===== config.mk =====
export PLATFORM = sky130hd
export DESIGN_NAME = task_dispatcher_idle_stack
export DESIGN_NICKNAME = d
export VERILOG_FILES = /design/src/hw/rtl/tdis_pkg.sv /design/src/hw/rtl/tdis_front.sv /design/src/hw/rtl/tdis_cmd_fifo.sv /design/src/hw/rtl/tdis_back.sv /design/src/hw/rtl/task_dispatcher_idle_stack.sv
export SDC_FILE = /design/constraint.sdc
export NUM_CORES = 2
export LEC_CHECK = 0
export BUFFER_PORTS_ARGS = -buffer_cell sky130_fd_sc_hd__buf_2
export CORE_MARGIN = 2
export CORE_UTILIZATION = 50
export CTS_CLUSTER_SIZE = 40
export DETAILED_ROUTE_END_ITERATION = 10
export PLACE_DENSITY = 0.66
export SETUP_SLACK_MARGIN = 0.2
export SYNTH_ARGS = -nofsm -noshare
export SYNTH_HDL_FRONTEND = slang
export SYNTH_HIERARCHICAL = 1
export SYNTH_SLANG_ARGS = --single-unit
export TNS_END_PERCENT = 100

===== constraint.sdc =====
create_clock -name clk_i -period 7.65 [get_ports clk_i]
set_input_delay 0.3825 -clock clk_i [delete_from_list [all_inputs] [get_ports clk_i]]
set_output_delay 0.3825 -clock clk_i [all_outputs]
set_load 0.02 [all_outputs]

===== src/hw/rtl/tdis_pkg.sv =====
`timescale 1ns / 1ps
// ----------------------------------------------------------------------------
// tdis_pkg
// Shared types, sizes and codes of the task dispatcher with idle worker stack.
// ----------------------------------------------------------------------------
package tdis_pkg;

  // pool and queue sizes
  localparam int MaxWorkers      = 16;
  localparam int QueueDepth      = 64;
  localparam int WorkerCountRst  = 8;
  localparam int TaskW           = 16;
  localparam int WidW            = $clog2(MaxWorkers + 1);
  localparam int StkIdxW         = $clog2(MaxWorkers);
  localparam int QIdxW           = $clog2(QueueDepth);
  localparam int QCntW           = $clog2(QueueDepth + 1);

  // register index of worker_count on the config port
  localparam logic RegWorkerCount = 1'b0;

  typedef enum logic [2:0] {
    ST_DISPATCHED = 3'd0,
    ST_QUEUED     = 3'd1,
    ST_IDLED      = 3'd2,
    ST_FULL       = 3'd3,
    ST_BADWORKER  = 3'd4
  } status_e;

  typedef enum logic {
    OP_SUBMIT = 1'b0,
    OP_FINISH = 1'b1
  } op_e;

  typedef enum logic {
    BK_RUN,
    BK_READ
  } back_state_e;

  // input word
  typedef struct packed {
    logic             operation;
    logic [TaskW-1:0] task_id;
    logic             high_priority;
    logic [4:0]       worker_id;
  } item_t;

  // result word
  typedef struct packed {
    status_e          status;
    logic [4:0]       assigned_worker;
    logic [TaskW-1:0] assigned_task;
    logic [4:0]       idle_workers;
    logic [6:0]       waiting_tasks;
  } result_t;

  // classified command between front and back
  typedef struct packed {
    op_e                op;
    logic [TaskW-1:0]   task_id;
    logic               high;
    logic               wid_ok;
    logic [StkIdxW-1:0] widx;
    logic [WidW-1:0]    wid;
  } cmd_t;

  // pool rebuild request from the config port
  typedef struct packed {
    logic            rebuild;
    logic [WidW-1:0] count;
  } cfg_t;

  // worker count as the pool uses it: zero acts as one, clipped at the pool size
  function automatic logic [WidW-1:0] eff_count(input logic [4:0] raw);
    logic [WidW-1:0] n;
    n = WidW'(raw);
    if (raw == 5'd0) begin
      n = WidW'(1);
    end else if (WidW'(raw) > WidW'(MaxWorkers)) begin
      n = WidW'(MaxWorkers);
    end
    return n;
  endfunction

endpackage


===== src/hw/rtl/tdis_front.sv =====
`timescale 1ns / 1ps
// ----------------------------------------------------------------------------
// tdis_front
// Accepts request words and classifies them into commands for the back end.
// ----------------------------------------------------------------------------
module tdis_front import tdis_pkg::*; (
  input  logic  start_i,
  input  item_t item_i,
  input  logic  full_i,
  output logic  push_o,
  output logic  busy_o,
  output cmd_t  cmd_o
);

  logic [WidW-1:0] wid_m1;

  // accept while the command queue has room
  assign busy_o = full_i;
  assign push_o = start_i & ~full_i;

  // decode the word and range-check the worker id
  always_comb begin
    wid_m1         = WidW'(item_i.worker_id) - WidW'(1);
    cmd_o.op       = item_i.operation ? OP_FINISH : OP_SUBMIT;
    cmd_o.task_id  = item_i.task_id;
    cmd_o.high     = item_i.high_priority;
    cmd_o.wid      = WidW'(item_i.worker_id);
    cmd_o.widx     = wid_m1[StkIdxW-1:0];
    cmd_o.wid_ok   = (item_i.worker_id != 5'd0) &&
                     (WidW'(item_i.worker_id) <= WidW'(MaxWorkers));
  end

endmodule


===== src/hw/rtl/tdis_cmd_fifo.sv =====
`timescale 1ns / 1ps
// ----------------------------------------------------------------------------
// tdis_cmd_fifo
// Two-entry command queue between the front and the back end.
// ----------------------------------------------------------------------------
module tdis_cmd_fifo import tdis_pkg::*; (
  input  logic clk_i,
  input  logic rst_ni,
  input  logic push_i,
  input  cmd_t cmd_i,
  input  logic pop_i,
  output logic valid_o,
  output logic full_o,
  output cmd_t cmd_o
);

  cmd_t       slot_q [2];
  logic       wr_q, wr_d;
  logic       rd_q, rd_d;
  logic [1:0] cnt_q, cnt_d;

  assign valid_o = (cnt_q != 2'd0);
  assign full_o  = (cnt_q == 2'd2);
  assign cmd_o   = slot_q[rd_q];

  // pointer and fill update
  always_comb begin
    wr_d  = wr_q ^ push_i;
    rd_d  = rd_q ^ pop_i;
    cnt_d = cnt_q + {1'b0, push_i} - {1'b0, pop_i};
  end

  always_ff @(posedge clk_i or negedge rst_ni) begin
    if (!rst_ni) begin
      wr_q  <= 1'b0;
      rd_q  <= 1'b0;
      cnt_q <= 2'd0;
    end else begin
      wr_q  <= wr_d;
      rd_q  <= rd_d;
      cnt_q <= cnt_d;
    end
  end

  // payload slots
  always_ff @(posedge clk_i) begin
    if (push_i) begin
      slot_q[wr_q] <= cmd_i;
    end
  end

endmodule


===== src/hw/rtl/tdis_back.sv =====
`timescale 1ns / 1ps
// ----------------------------------------------------------------------------
// tdis_back
// Carries out commands: idle worker stack, wait deque, busy map, result word.
// ----------------------------------------------------------------------------
module tdis_back import tdis_pkg::*; (
  input  logic    clk_i,
  input  logic    rst_ni,
  input  cfg_t    cfg_i,
  input  logic    valid_i,
  input  cmd_t    cmd_i,
  output logic    pop_o,
  output logic    strobe_o,
  output result_t result_o
);

  back_state_e        state_q, state_d;
  logic [WidW-1:0]    stack_q [MaxWorkers];
  logic [WidW-1:0]    top_q, top_d;
  logic [QIdxW-1:0]   head_q, head_d;
  logic [QCntW-1:0]   fill_q, fill_d;
  logic [MaxWorkers-1:0] busy_q, busy_d;
  logic [WidW-1:0]    rwid_q, rwid_d;
  result_t            res_q, res_d;
  logic               strobe_q, strobe_d;

  // wait deque storage
  logic [TaskW-1:0]   mem [QueueDepth];
  logic [TaskW-1:0]   rdata_q;
  logic               mem_we, mem_re;
  logic [QIdxW-1:0]   mem_waddr;

  // stack write port
  logic               stk_we;
  logic [StkIdxW-1:0] stk_waddr;

  logic [WidW-1:0]    top_m1;
  logic [WidW-1:0]    pop_w;
  logic [WidW-1:0]    pop_wm1;
  logic [QCntW-1:0]   tail_sum;

  assign strobe_o = strobe_q;
  assign result_o = res_q;

  // next state, deque and stack control, result word
  always_comb begin
    state_d   = state_q;
    top_d     = top_q;
    head_d    = head_q;
    fill_d    = fill_q;
    busy_d    = busy_q;
    rwid_d    = rwid_q;
    res_d     = res_q;
    strobe_d  = 1'b0;
    pop_o     = 1'b0;
    mem_we    = 1'b0;
    mem_re    = 1'b0;
    mem_waddr = head_q;
    stk_we    = 1'b0;
    stk_waddr = top_q[StkIdxW-1:0];
    top_m1    = top_q - WidW'(1);
    pop_w     = stack_q[top_m1[StkIdxW-1:0]];
    pop_wm1   = pop_w - WidW'(1);
    tail_sum  = QCntW'(head_q) + fill_q;
    if (tail_sum >= QCntW'(QueueDepth)) begin
      tail_sum = tail_sum - QCntW'(QueueDepth);
    end

    if (cfg_i.rebuild) begin
      top_d   = cfg_i.count;
      head_d  = '0;
      fill_d  = '0;
      busy_d  = '0;
      state_d = BK_RUN;
    end else begin
      case (state_q)
        BK_RUN: begin
          if (valid_i) begin
            pop_o                 = 1'b1;
            strobe_d              = 1'b1;
            res_d.assigned_worker = '0;
            res_d.assigned_task   = '0;
            if (cmd_i.op == OP_SUBMIT) begin
              if (top_q != '0) begin
                // hand the task to the top idle worker
                top_d                           = top_m1;
                busy_d[pop_wm1[StkIdxW-1:0]]    = 1'b1;
                res_d.status                    = ST_DISPATCHED;
                res_d.assigned_worker           = 5'(pop_w);
                res_d.assigned_task             = cmd_i.task_id;
              end else if (fill_q == QCntW'(QueueDepth)) begin
                res_d.status = ST_FULL;
              end else begin
                // queue at front or back of the deque
                mem_we = 1'b1;
                if (cmd_i.high) begin
                  if (head_q == '0) begin
                    head_d = QIdxW'(QueueDepth - 1);
                  end else begin
                    head_d = head_q - QIdxW'(1);
                  end
                  mem_waddr = head_d;
                end else begin
                  mem_waddr = tail_sum[QIdxW-1:0];
                end
                fill_d       = fill_q + QCntW'(1);
                res_d.status = ST_QUEUED;
              end
            end else begin
              if (!cmd_i.wid_ok || !busy_q[cmd_i.widx]) begin
                res_d.status = ST_BADWORKER;
              end else if (fill_q != '0) begin
                // pull the front waiting task, result after the read
                mem_re = 1'b1;
                if (head_q == QIdxW'(QueueDepth - 1)) begin
                  head_d = '0;
                end else begin
                  head_d = head_q + QIdxW'(1);
                end
                fill_d   = fill_q - QCntW'(1);
                rwid_d   = cmd_i.wid;
                strobe_d = 1'b0;
                state_d  = BK_READ;
              end else begin
                // worker goes back on the idle stack
                if (top_q < WidW'(MaxWorkers)) begin
                  stk_we = 1'b1;
                  top_d  = top_q + WidW'(1);
                end
                busy_d[cmd_i.widx] = 1'b0;
                res_d.status       = ST_IDLED;
              end
            end
            res_d.idle_workers  = 5'(top_d);
            res_d.waiting_tasks = 7'(fill_d);
          end
        end
        BK_READ: begin
          strobe_d              = 1'b1;
          res_d.status          = ST_DISPATCHED;
          res_d.assigned_worker = 5'(rwid_q);
          res_d.assigned_task   = rdata_q;
          res_d.idle_workers    = 5'(top_q);
          res_d.waiting_tasks   = 7'(fill_q);
          state_d               = BK_RUN;
        end
        default: begin
          state_d = BK_RUN;
        end
      endcase
    end
  end

  // control registers
  always_ff @(posedge clk_i or negedge rst_ni) begin
    if (!rst_ni) begin
      state_q  <= BK_RUN;
      top_q    <= WidW'(WorkerCountRst);
      head_q   <= '0;
      fill_q   <= '0;
      busy_q   <= '0;
      strobe_q <= 1'b0;
    end else begin
      state_q  <= state_d;
      top_q    <= top_d;
      head_q   <= head_d;
      fill_q   <= fill_d;
      busy_q   <= busy_d;
      strobe_q <= strobe_d;
    end
  end

  // idle stack, refilled with ids 1 upward on reset and on rebuild
  always_ff @(posedge clk_i or negedge rst_ni) begin
    if (!rst_ni) begin
      for (int i = 0; i < MaxWorkers; i++) begin
        stack_q[i] <= WidW'(i + 1);
      end
    end else if (cfg_i.rebuild) begin
      for (int i = 0; i < MaxWorkers; i++) begin
        stack_q[i] <= WidW'(i + 1);
      end
    end else if (stk_we) begin
      stack_q[stk_waddr] <= cmd_i.wid;
    end
  end

  // result word and pending worker id
  always_ff @(posedge clk_i) begin
    res_q  <= res_d;
    rwid_q <= rwid_d;
  end

  // deque memory with registered read
  always_ff @(posedge clk_i) begin
    if (mem_we) begin
      mem[mem_waddr] <= cmd_i.task_id;
    end
    if (mem_re) begin
      rdata_q <= mem[head_q];
    end
  end

endmodule


===== src/hw/rtl/task_dispatcher_idle_stack.sv =====
`timescale 1ns / 1ps
// ----------------------------------------------------------------------------
// task_dispatcher_idle_stack
// Dispatches tasks to a worker pool with an idle stack and a priority deque.
// ----------------------------------------------------------------------------
// A request word is taken on a clock edge with start high and busy low, and
// its result appears on result_o with strobe_o high for one cycle; the
// receiver cannot stall. Most words give their result in the cycle after
// the back end picks them up; a finish that pulls a waiting task passes
// the registered deque read port and BK_READ first. A two-entry command
// queue sits between the front and the back end, so busy rises only when
// that queue is full; rate is one word per cycle except for deque pulls
// and worker_count writes. Writing worker_count rebuilds the pool at once:
// idle stack refilled, busy map cleared, deque emptied. The user must write
// it only while the block is idle; the block itself does not enforce this.
// ----------------------------------------------------------------------------
module task_dispatcher_idle_stack import tdis_pkg::*; (
  input  logic        clk_i,
  input  logic        rst_ni,
  input  logic        start,
  output logic        busy,
  input  item_t       item_i,
  output logic        strobe_o,
  output result_t     result_o,
  input  logic        psel,
  input  logic        penable,
  input  logic        pwrite,
  input  logic [2:0]  paddr,
  input  logic [31:0] pwdata,
  output logic [31:0] prdata,
  output logic        pready
);

  logic [4:0] wcount_q, wcount_d;
  logic       reg_hit;
  logic       cfg_wr;
  cfg_t       cfg;
  cmd_t       front_cmd;
  cmd_t       fifo_cmd;
  logic       push;
  logic       pop;
  logic       fifo_valid;
  logic       fifo_full;

  // config port
  assign pready   = 1'b1;
  assign reg_hit  = (paddr[2] == RegWorkerCount);
  assign cfg_wr   = psel & penable & pwrite & reg_hit;
  assign wcount_d = cfg_wr ? pwdata[4:0] : wcount_q;
  assign prdata   = reg_hit ? {27'd0, wcount_q} : 32'd0;

  always_comb begin
    cfg.rebuild = cfg_wr;
    cfg.count   = eff_count(pwdata[4:0]);
  end

  always_ff @(posedge clk_i or negedge rst_ni) begin
    if (!rst_ni) begin
      wcount_q <= 5'(WorkerCountRst);
    end else begin
      wcount_q <= wcount_d;
    end
  end

  tdis_front u_front (
    .start_i (start),
    .item_i  (item_i),
    .full_i  (fifo_full),
    .push_o  (push),
    .busy_o  (busy),
    .cmd_o   (front_cmd)
  );

  tdis_cmd_fifo u_fifo (
    .clk_i   (clk_i),
    .rst_ni  (rst_ni),
    .push_i  (push),
    .cmd_i   (front_cmd),
    .pop_i   (pop),
    .valid_o (fifo_valid),
    .full_o  (fifo_full),
    .cmd_o   (fifo_cmd)
  );

  tdis_back u_back (
    .clk_i    (clk_i),
    .rst_ni   (rst_ni),
    .cfg_i    (cfg),
    .valid_i  (fifo_valid),
    .cmd_i    (fifo_cmd),
    .pop_o    (pop),
    .strobe_o (strobe_o),
    .result_o (result_o)
  );

endmodule

# After elaboration in Yosys (flattened, before gate mapping)
# Memory sizes are Yosys's and may differ from the RTL's. A register that Yosys moved wholly into a read port is not among the register bits.
# Index checks and enable logic that the tools add are counted.
[word_totals] output_inout_bits=71 ram_bits=1080 register_bits=166 wordCells=210 memories=2 in_bits=64
[classes] muxes=103 eq_ne=11 n_reduce_logical=23 n_lt_le_gt_ge=11 n_addsub=12 bitwise=16
[mem_list] memory="u_back.mem" words=64 width=16 read_ports=1 rd_ports_with_merged_regs=1 wr=1 line_no="tdis_back.sv:28" rtl="logic [TaskW-1:0] mem [QueueDepth];"
[mem_list] memory="u_fifo.slot_q" words=2 width=28 read_ports=1 rd_ports_with_merged_regs=0 wr=1 line_no="tdis_cmd_fifo.sv:17" rtl="cmd_t slot_q [2];"
[ops] op="$mux 80" n=2
[ops] op="$mux 6" n=19
[ops] op="$mux 16" n=7
[ops] op="$bwmux 80" n=1
[ops] op="$pmux 36 s2" n=1
[ops] op="$mux 5" n=14
[ops] op="$mux 7" n=8
[ops] op="$mux 21" n=2
[ops] op="$mux 1" n=36
[ops] op="$mux 36" n=1
[ops] op="$bmux 5 s4" n=1
[ops] op="$demux 5 s4" n=1
[ops] op="$and 16x16->16" n=1
[ops] op="$not 16->16" n=1
[ops] op="$or 16x16->16" n=1
[ops] op="$mux 3" n=4
[ops] op="$sub 6x1->6 const B" n=2
[ops] op="$ge 5x5->1 const B" n=2
[ops] op="$lt 4x5->1 const B" n=2
[ops] op="$not 4->5" n=2
[ops] op="$reduce_bool 5->1" n=2
[ops] op="$ne 3x3->1 const B" n=3
[ops] op="$demux 1 s4" n=2
[ops] op="$ge 4x1->1 const B" n=2
[ops] op="39 further kinds" n=59

# Longest topological paths before layout
[depth] ltp_word=16 mapped_depth=14 ltp_nobuf=9

# Hierarchy
# Netlist, hierarchy kept.
[by_module_without_submodules] module="tdis_back" cells_per_inst=2451 instances=1 area_per_inst_um2=48798.1 seq_area_each_um2=35406.5
[by_module_without_submodules] module="tdis_cmd_fifo" cells_per_inst=103 instances=1 area_per_inst_um2=2278.4 seq_area_each_um2=1781.7
[by_module_without_submodules] module="task_dispatcher_idle_stack" cells_per_inst=54 instances=1 area_per_inst_um2=509.2 seq_area_each_um2=126.4
[by_module_without_submodules] module="tdis_front" cells_per_inst=34 instances=1 area_per_inst_um2=259.0 seq_area_each_um2=0.0

# Least setup slack after synthesis
# OpenSTA, ideal clock, no wires.
[synth_timing] path_type="reg2reg" start="reg u_back.top_q[0]" end="mem u_back.mem[24][0] (enable)" period_less_slack_ns=4.313 t_arrival_ns=3.904 path_stages_with_launch=12 required_time_ns=7.241 setup_slack_ns=3.337 path_buffers=3 setup_ns=0.409 path_cell_list="dfrtp_1 > buf_2 > buf_2 > inv_1 > ha_1 > or4b_1 > nor2_1 > nand3_1 > buf_2 > o22ai_1 > nand3_1 > nor3_1"
[synth_via] elab_chain_cells=8 elab_cells_between_ends=13 cone_classes="mux (12); reduce/logical (1)"
[synth_lines] item="start: declaration" line_no="tdis_back.sv:19" rtl="logic [WidW-1:0] top_q, top_d;"
[synth_lines] item="start signal: assignment" line_no="tdis_back.sv:158" rtl="top_q <= WidW'(WorkerCountRst);"
[synth_lines] item="start signal: assignment" line_no="tdis_back.sv:165" rtl="top_q <= top_d;"
[synth_lines] item="$reduce_bool 5->1 *" line_no="tdis_back.sv:84" rtl="if (top_q != '0) begin"
[synth_lines] item="$mux 1" line_no="tdis_back.sv:84"
[synth_lines] item="$mux 1" line_no="tdis_back.sv:83" rtl="if (cmd_i.op == OP_SUBMIT) begin"
[synth_lines] item="$mux 1" line_no="tdis_back.sv:78" rtl="if (valid_i) begin"
[synth_lines] item="$mux 1" line_no="tdis_back.sv:76" rtl="case (state_q)"
[synth_lines] item="$mux 1" line_no="tdis_back.sv:69" rtl="if (cfg_i.rebuild) begin"
[synth_lines] item="$mux 1" line_no="tdis_back.sv:196" rtl="if (mem_we) begin"
[synth_lines] item="$mux 1 (not written as such)" line_no="tdis_back.sv:197" rtl="mem[mem_waddr] <= cmd_i.task_id;"
[synth_lines] item="end: declaration" line_no="tdis_back.sv:28"
# Every way passes the cells marked *; elsewhere a longest branch is shown, timed or not.

==> flow_metrics.py <==
metrics = {
    "cts": {
        "cts_max_level": 4,
        "clock_path_buffers": 3,
        "cts_root_buf": "clkbuf_16",
        "cts_resized": 0,
        "insertion_delay_ns": 0.74,
        "cts.sinks": 1262,
        "clk_pin_slew_worst_paths_ns": 0.06,
        "cts_tree": "built",
        "cts_buffers": 130,
    },
    "floorplanning": {
        "rows": 118,
        "die_x_um": 326,
        "coreArea_mm2": 0.103,
        "ios": 135,
        "fp.dieArea_mm2": 0.106,
        "initial_core_util_pct": 50.2,
        "fp.dieH_um": 326,
    },
    "pwr": {
        "total_leakage_power_nw": 18.8,
        "power.switching_mw": 7.18,
        "p_comb_share_pct": 31.0,
        "p_per_area_mw_per_mm2": 376,
        "power_frac_seq_pct": 41.5,
        "power.total_mw": 22.0,
        "p_clk_share_pct": 27.5,
        "ir_drop_v": 0.000297,
        "switching_share_pct": 32.7,
        "p_int_mw": 14.8,
    },
    "layout": {
        "nNetsFinal": 2872,
        "area_delta_synth_final_pct": 12.7,
        "most-common-layout-cells": "edfxtp_1 (1,137), mux4_2 (350), clkbuf_16 (136)",
        "mostFrequentLayoutCell": "edfxtp_1",
        "layout-drive-gt1-share_pct": 30.2,
    },
    "logic_synthesis": {
        "synth_cell_types": 89,
        "yosys_warnings": 6,
        "ys_async_sr_fraction_pct": 9.90,
        "synthFlopType": "edfxtp_1",
        "synth_edf_count": 1137,
        "syn_inst": 2642,
        "syn_area_mm2": 0.0518,
        "ys_ff_latch": 1262,
        "seq_area_frac_synth_pct": 72.0,
        "syn_area_per_cell_um2": 19.6,
    },
    "drt": {
        "ant_nets": 0,
        "routed_wl_um": 117000,
        "vias_per_cell": 6.11,
        "wl_per_cell_um": 27.4,
        "dr.pass1.iters": 5,
        "drt-met1-wl_um": 47900,
        "drc": 0,
        "wl_met2_um": 57300,
        "drt_iter0_drc": 2608,
        "vias": 26100,
        "wl_met3_um": 7830,
        "routed.top_layer": "met5",
    },
    "global_routing": {
        "grt_first_pass_wirelength_um": 176000,
        "grt_util_all_layers_pct": 22.4,
        "grt_pass1_vias": 26600,
        "antenna_found_initial": 4,
        "grt.overflow.total": 0,
        "grt_max_degree": 120,
    },
    "sta": {
        "clock_skew_ns": 0.0221,
        "tightest_slew_ns": 1.33,
        "max_freq_mhz": 182,
        "rsz0062_at_grt": "false",
        "slew_violations": 0,
        "setup_tns_ns": 0,
        "maxSlewHeadroom_pct": 11.4,
        "fin_crit_ns": 5.49,
        "final.period_utilization_pct": 71.7,
        "finalHoldViolCount": 0,
        "setup_viol": 0,
    },
    "worst_setup_path": {
        "cp_max_fo": 34,
        "cp.required_ns": 7.98,
        "arrival_ns": 5.82,
        "cp-end-kind": "flop",
        "crit_type": "flop to flop",
        "cp-start-kind": "flop",
    },
    "hold_path": {
        "hp-class": "input port to flop",
    },
    "status": {
        "status": "finished, final reports clean",
    },
    "place": {
        "dpl.hpwl_um": 69500,
        "numPortBuffers": 77,
        "place.gp.congestion": 0.895,
    },
    "flow_run": {
        "maxCapViolCount": 0,
    },
}
-- worst paths after layout --
path / startpoint / endpoint / slack [ns] / depth (start not counted)
worst max-delay path: u_fifo/rd_q / u_back/mem[50][5] / 2.16 / 8
max in group asynchronous: rst_ni / u_back/state_q / 5.80 / 4
worst min-delay path: penable / wcount_q[2] / 0.07 / 3
worst max register to register: u_fifo/rd_q / u_back/mem[50][5] / 2.16 / 8
worst min register to register: u_back/busy_q[0] / u_back/busy_q[0] / 0.48 / 2
min in group asynchronous: rst_ni / u_back/busy_q[10] / 0.09 / 2
-- metrics by stage --
stage               setup WS (ns)  hold slack (ns)  std cells  util [%]  cell area, um^2
floorplan                    3.34           0.0869       2668         -            51900
global placement             2.34            0.297       4006      52.4            54000
detailed placement           2.23            0.304       4006      52.4            54000
CTS                          2.20           0.0245       4270      56.6            58400
global route                 1.94           0.0606       4270      56.6            58400
finish                       2.16           0.0697       4273      56.6            58400
-- Yosys cell counts, types with 6 or more instances --
| master | number | area, um^2 |
|---|---|---|
| nand3_1 | 26 | 130 |
| o21ai_0 | 64 | 320 |
| a21o_1 | 6 | 45.0 |
| ha_1 | 20 | 250 |
| and2_1 | 8 | 50.1 |
| nand4_1 | 8 | 50.1 |
| mux2_4 | 10 | 150 |
| a2bb2o_1 | 14 | 140 |
| nor2_1 | 52 | 195 |
| xnor2_1 | 9 | 78.8 |
| nand3b_1 | 15 | 113 |
| a22o_1 | 7 | 61.3 |
| dfrtp_1 | 90 | 2250 |
| clkbuf_1 | 87 | 327 |
| a211o_1 | 28 | 245 |
| nand2_1 | 85 | 319 |
| o2bb2ai_1 | 13 | 114 |
| buf_2 | 43 | 215 |
| o22a_1 | 6 | 52.6 |
| mux2_2 | 32 | 360 |
| or3_1 | 11 | 68.8 |
| o22ai_1 | 10 | 62.6 |
| nor3b_1 | 11 | 82.6 |
| a21boi_0 | 6 | 45.0 |
| nor2b_1 | 49 | 307 |
| a31oi_1 | 17 | 106 |
| nor2_4 | 6 | 67.6 |
| a21oi_1 | 45 | 225 |
| buf_1 | 14 | 52.6 |
| mux2i_1 | 35 | 350 |
| nor3_1 | 83 | 415 |
| edfxtp_1 | 1137 | 34100 |
| mux4_2 | 350 | 7880 |
| buf_4 | 57 | 428 |
| a32o_1 | 6 | 60.1 |
| dfstp_2 | 35 | 920 |
| inv_1 | 36 | 135 |
-- cell families (layout without fill, tap and decap cells) --
family / count (synthesis) / after routing / synth area share, %
other cells: 2 / 31 / 0.0145
buf+inv: 244 / 466 / 2.36
mux: 427 / 427 / 16.9
xor+xnor: 16 / 16 / 0.350
compound gates: 273 / 273 / 3.74
fa+ha+maj: 21 / 21 / 0.521
simple gates: 397 / 397 / 4.18
flops: 1262 / 1262 / 72.0
-- worst max-delay path, stage by stage, from the launching register on --
cell	delay, ns
dfrtp_1	0.33
buf_4	0.40
mux2_2	0.67
or4b_1	0.64
nor2_1	0.27
nand3_1	0.46
o22ai_1	0.37
nand2_1	0.72
nor3_4	1.18
-- state kept, by name (all words and copies together), names as in the netlist --
signal,count
u_fifo/wr_q,1
u_back/mem,1024
u_back/head_q,6
u_fifo/slot_q,56
u_back/busy_q,16
u_back/result_o,36
u_back/top_q,5
u_back/fill_q,7
u_back/stack_q,80
u_back/state_q,1
u_back/rwid_q,5
u_back/strobe_o,1
u_fifo/rd_q,1
u_back/rdata_q,16
u_fifo/cnt_q,2
wcount_q,5
-- final cells by class --
class / count / area, um^2
Sequential cell: 1262 / 37300
Multi-Input combinational cell: 1162 / 13800
Timing Repair Buffer: 193 / 1340
Clock inverter: 70 / 566
Antenna cell: 3 / 7.51
Clock buffer: 165 / 3540
Fill cell: 7599 / 44800
Inverter: 38 / 143
Tap cell: 1380 / 1730
-- routing by layer --
| layer | up-vias | GRT usage (%) |
|---|---|---|
| met1 | 13800 | 31.1 |
| met3 | 218 | 4.04 |
| met5 | - | 0 |
| li1 | 11100 | - |
| met2 | 1009 | 35.8 |
| met4 | 2 | 8.47 |
-- power groups by stage --
stage | clock network (mW) | registers [mW] | logic, mW
final | 6.05 | 9.11 | 6.80
after global routing | 6.46 | 9.16 | 7.25
after CTS | 6.19 | 9.11 | 6.85
after detailed placement | 0 | 9.25 | 6.82
after global placement | 0 | 9.23 | 6.67
after floorplan | 0 | 9.05 | 4.65
-- what timing repair did --
| item | in CTS | in global routing |
|---|---|---|
| hold buffers | 29 | 0 |
| buffers inserted | 0 | 0 |
| hold endpoints to repair | 78 | 0 |
Note: power is estimated with default switching activity, not from simulation.
